File: src/oets_pkg.sv
// ----------------------------------------------------------------------------
// oets_pkg: shared types for the odd-even transposition sorter
// Holds the controller state encoding and the command bundle that the
// controller sends to the datapath.
// ----------------------------------------------------------------------------
package oets_pkg;

  typedef enum logic [2:0] {
    ST_LOAD = 3'b001,
    ST_SORT = 3'b010,
    ST_EMIT = 3'b100
  } state_e;

  typedef struct packed {
    logic load;       // shift a new element into entry 0
    logic phase;      // run one compare-and-swap phase
    logic phase_odd;  // 0: pairs (0,1),(2,3)...  1: pairs (1,2),(3,4)...
    logic shift_out;  // drop entry 0 and move the rest down
  } dp_cmd_t;

endpackage

File: src/oets_ctrl.sv
// ----------------------------------------------------------------------------
// oets_ctrl: sequencer for load, sort and emit
// Tracks the element count, the overflow flag and the phase count, and
// drives both stream handshakes.
// ----------------------------------------------------------------------------
module oets_ctrl
  import oets_pkg::*;
#(
  parameter int MAX_ITEMS = 64,
  parameter int CNT_W     = $clog2(MAX_ITEMS + 1)
) (
  input  logic             clk_i,
  input  logic             rst_ni,
  input  logic             in_valid_i,
  input  logic             in_last_i,
  output logic             in_ready_o,
  output logic             out_valid_o,
  input  logic             out_ready_i,
  output logic             out_last_o,
  output logic             out_overflow_o,
  output dp_cmd_t          cmd_o,
  output logic [CNT_W-1:0] count_o
);

  state_e           state_q, state_d;
  logic [CNT_W-1:0] count_q, count_d;
  logic [CNT_W-1:0] phase_q, phase_d;
  logic             odd_q, odd_d;
  logic             dropped_q, dropped_d;
  logic             in_fire, out_fire, full;

  assign full     = (count_q == CNT_W'(MAX_ITEMS));
  assign in_fire  = in_valid_i && in_ready_o;
  assign out_fire = out_valid_o && out_ready_i;

  assign in_ready_o     = (state_q == ST_LOAD);
  assign out_valid_o    = (state_q == ST_EMIT);
  assign out_last_o     = (count_q == CNT_W'(1));
  assign out_overflow_o = dropped_q;
  assign count_o        = count_q;

  always_comb begin
    state_d       = state_q;
    count_d       = count_q;
    phase_d       = phase_q;
    odd_d         = odd_q;
    dropped_d     = dropped_q;
    cmd_o         = '0;
    cmd_o.phase_odd = odd_q;
    unique case (state_q)
      ST_LOAD: begin
        if (in_fire) begin
          if (full) begin
            dropped_d = 1'b1;
          end else begin
            cmd_o.load = 1'b1;
            count_d    = count_q + CNT_W'(1);
          end
          if (in_last_i) begin
            phase_d = '0;
            odd_d   = 1'b0;
            state_d = ST_SORT;
          end
        end
      end
      ST_SORT: begin
        // n phases of odd-even transposition fully sort n elements.
        cmd_o.phase = 1'b1;
        odd_d       = ~odd_q;
        phase_d     = phase_q + CNT_W'(1);
        if (phase_q + CNT_W'(1) >= count_q) begin
          state_d = ST_EMIT;
        end
      end
      ST_EMIT: begin
        if (out_fire) begin
          cmd_o.shift_out = 1'b1;
          count_d         = count_q - CNT_W'(1);
          if (out_last_o) begin
            dropped_d = 1'b0;
            state_d   = ST_LOAD;
          end
        end
      end
      default: begin
        state_d = ST_LOAD;
      end
    endcase
  end

  always_ff @(posedge clk_i or negedge rst_ni) begin
    if (!rst_ni) begin
      state_q   <= ST_LOAD;
      count_q   <= '0;
      phase_q   <= '0;
      odd_q     <= 1'b0;
      dropped_q <= 1'b0;
    end else begin
      state_q   <= state_d;
      count_q   <= count_d;
      phase_q   <= phase_d;
      odd_q     <= odd_d;
      dropped_q <= dropped_d;
    end
  end

endmodule

File: config.mk
export PLATFORM = sky130hd
export DESIGN_NAME = oets_ctrl
export DESIGN_NICKNAME = d
export VERILOG_FILES = /design/src/oets_pkg.sv /design/src/oets_ctrl.sv
export SDC_FILE = /design/constraint.sdc
export NUM_CORES = 1
export LEC_CHECK = 0
export BUFFER_PORTS_ARGS = -buffer_cell sky130_fd_sc_hd__buf_2
export CORE_ASPECT_RATIO = 1.25
export CORE_MARGIN = 10
export CORE_UTILIZATION = 50
export CTS_CLUSTER_SIZE = 10
export DETAILED_ROUTE_END_ITERATION = 16
export PLACE_DENSITY = 0.74
export SLEW_MARGIN = 20
export SYNTH_ARGS = -nofsm -noshare
export SYNTH_HDL_FRONTEND = slang
export SYNTH_SLANG_ARGS = --single-unit
File: constraint.sdc
create_clock -name clk_i -period 2.5 [get_ports clk_i]
set_input_delay 0.25 -clock clk_i [delete_from_list [all_inputs] [get_ports clk_i]]
set_output_delay 0.25 -clock clk_i [all_outputs]
set_load 0.01 [all_outputs]
==> flow_summary_export.csv <==
group,metric,value,unit
yosys,synth-seq-area-share,39.56,%
worst_setup_path,cp_max_fo,6,
timing,timing.final.crit_share,86.18,%
final_layout,drive_above_1_share,21.83,%
placement,dp_slack,417.8,ps
yosys,synth_nets,137,
placement,gp_congestion,0.8380,
detailed_routing,dr.pass1.iters,4,
clock_network,path_clk_slew,110,ps
worst_setup_path,end_kind,"register",
die,coreArea,0.002258,sq mm
worst_hold_path,min-delay-start,"in_last_i",
placement,place_hpwl,2.032,mm
clock_network,cts_tree,"built",
worst_setup_path,worstPathArrival,2350,ps
worst_setup_path,critPathMostFrequentCell,"ha_1",
final_layout,nets,160,
global_route,overflow,0,
die,die_x,63.91,um
clock_network,cts.sinks,19,
die,io_pins,20,
worst_setup_path,crit_slowest_cell,"dfrtp_1",
timing,worst_pin_slew,424.9,ps
detailed_routing,wl_per_cell,15.10,um
yosys,ys_top_cells_by_area,"dfrtp_1, ha_1, xnor2_1, a22o_1, inv_1",
worst_setup_path,required,2690,ps
timing,clock_skew,6.636,ps
global_route,antenna_found_initial,0,
placement,port_buffers,19,
final_layout,utilization,60.39,%
yosys,syn_inst,120,
power,p_leak,0.7093,nW
placement,placed_area,0.001326,sq mm
detailed_routing,ant_nets,0,
global_route,grt_pass1_wl,4.560,mm
detailed_routing,wl_met2,1.298,mm
timing,hold_viol,0,
die,die_y,74.89,um
power,power_frac_clock,12.7,%
global_route,track_usage,11.55,%
power,p_sw_share,43.02,%
detailed_routing,drcViolationCount,0,
final_layout,final_cell_area,0.001364,sq mm
worst_setup_path,start_kind,"register",
timing,fmax,464.1,MHz
timing,setup_slack,345.5,ps
clock_network,clk_latency,290,ps
yosys,synth_top_area_share,37.38,%
detailed_routing,wl_met3,150,um
yosys,synth_top_area_cell,"dfrtp_1",
worst_hold_path,hp-class,"in -> reg",
detailed_routing,finalWirelength,2.612,mm
worst_hold_path,min_path_cells,3,
yosys,yosys_warnings,0,
global_route,grt_max_degree,20,
clock_network,cts_buffer_depth,2,
clock_network,cts_buffers,3,
power,peakVddDrop,0.4821,mV
worst_setup_path,r2r-start,"phase_q[0]$_DFFE_PN0P_",
run_status,status,"completed",
clock_network,htree_levels,1,
yosys,synth_area,0.001205,sq mm
die,initial_utilization,53.35,%
timing,fin_tns_setup,0,ps
detailed_routing,dr.max_layer_used,"met4",
worst_setup_path,crit_chain,"ha_1 > nand3_1 > nor2_1 > xor2_1 > ha_1 > a211oi_1 > o21ai_0 > a21o_1",
detailed_routing,drtIter0Drc,53,
power,power.switching,527.2,uW
detailed_routing,m1WireLength,1.130,mm
timing,rsz0062_at_grt,"no",
yosys,avgSynthCellArea,10.04,sq um
timing,slew_headroom,71.68,%
timing,setup_viol,0,
die,core.rowCount,19,
worst_setup_path,r2r_cells,8,
power,sequentialPowerShare,42.1,%
die,dieArea,0.004786,sq mm
timing,period_needed,2155,ps
power,power.density,898.5,mW/mm^2
final_layout,diodes,0,
yosys,ys_ff_latch,19,
yosys,synth_cell_type_count,37,
detailed_routing,viasPerCell,5.705,
clock_network,postCtsResizedCells,0,
global_route,grt_pass1_vias,1000,
worst_setup_path,critical_path_class,"reg -> reg",
power,combPwrFrac,45.2,%
timing,slew_violations,0,
flow_run,maxCapViolCount,0,
worst_setup_path,crit_start,"phase_q[0]$_DFFE_PN0P_",
power,p_int,698.2,uW
final_layout,area_growth,13.19,%
clock_network,cts_root_buf,"clkbuf_4",
worst_setup_path,slowest_delay,440,ps
detailed_routing,vias,987,
metal layers:
layer / GRT usage, % / vias up
met5: 0 / -
met4: 3.893 / 0
met3: 3.264 / 4
met2: 20.27 / 20
met1: 13.25 / 482
li1: - / 481
synth_stat cells, drive strengths merged:
cell type and instances:
dfrtp 18, ha 12, xnor2 10, inv 9, nand2 9, nand3 6, o21ai 6, a21oi 5
a22o 5, nand4 5, a22oi 4, nor2 4, and3 3, a21o 2, buf 2, clkinv 2
mux2i 2, or3b 2, xor2 2, a211o 1, a211oi 1, a31oi 1, and4bb 1, dfstp 1
nand2b 1, nor2b 1, nor3 1, nor3b 1, nor4 1, o2111ai 1, or4 1
flip-flops by register name, summed over array words and instances (netlist names):
register / flops
state_q: 3
odd_q: 1
count_o: 7
phase_q: 7
out_overflow_o: 1
worst max-delay path, delay by kind of cell (launching register included):
kind / cells / cell delay, ps
AOI/OAI and AO/OA: 3 / 590
adders and majority gates: 2 / 520
DFF: 1 / 440
and+or+nand+nor: 2 / 310
xor gates and xnor gates: 1 / 200
cell usage in the layout, fill, tap and decap left out, drive strengths merged, types with 2 or more instances in the layout:
cell type and count:
buf 19, dfrtp 18, ha 12, xnor2 10, inv 9, nand2 9
nand3 6, o21ai 6, nand4 5, a22o 5, a21oi 5, nor2 4
a22oi 4, and3 3, clkbuf 3, clkinv 3, xor2 2, mux2i 2
a21o 2, or3b 2
repair_timing:
item                      4_1_cts  5_1_grt
hold endpoints to repair       18        0
hold buffers                    1        0
buffers inserted                0        0
cells by family (layout without fill, tap and decap cells):
family	Yosys count	after routing	share of synthesized area (%)
and+or+nand+nor	36	36	16.93
AOI/OAI and AO/OA	26	26	15.78
DFF	19	19	39.56
buffers and inverters	13	35	4.880
adders and majority gates	12	12	12.46
xor gates and xnor gates	12	12	8.723
muxes	2	2	1.662
final timing paths:
path                                           to  slack [ps]
min                        state_q[1]$_DFFE_PN0P_         160
max in group asynchronous  state_q[0]$_DFFE_PN1P_        1760
max                        state_q[2]$_DFFE_PN0P_         350
max reg2reg                state_q[2]$_DFFE_PN0P_         350
min reg2reg                     odd_q$_DFFE_PN0P_         490
min in group asynchronous  phase_q[6]$_DFFE_PN0P_         410
power groups by stage:
stage                     Sequential [mW]  Clock (mW)  Combinational, mW
after floorplan                     0.527           0              0.357
after global placement              0.511           0              0.542
after detailed placement            0.519           0              0.562
after CTS                           0.514       0.165              0.566
after global routing                0.531       0.177              0.632
final                               0.516       0.156              0.554
metrics by stage:
step | std cells | hold slack (ps) | total power [mW]
detailed placement | 168 | 214.9 | 1.080
global placement | 168 | 216.9 | 1.054
CTS | 173 | 150.5 | 1.245
floorplan | 120 | -45.59 | 0.8844
finish | 173 | 163.3 | 1.225
global route | 173 | 174.9 | 1.340
final cells by class:
cell class / count / area (sq um)
Timing Repair Buffer: 20 / 105.1
Fill cell: 193 / 894.6
Clock inverter: 1 / 5.005
Clock buffer: 3 / 22.52
Inverter: 11 / 46.29
Multi-Input combinational cell: 88 / 669.4
Tap cell: 31 / 38.79
Sequential cell: 19 / 476.7
No activity file was read; power rests on OpenSTA's default activity.
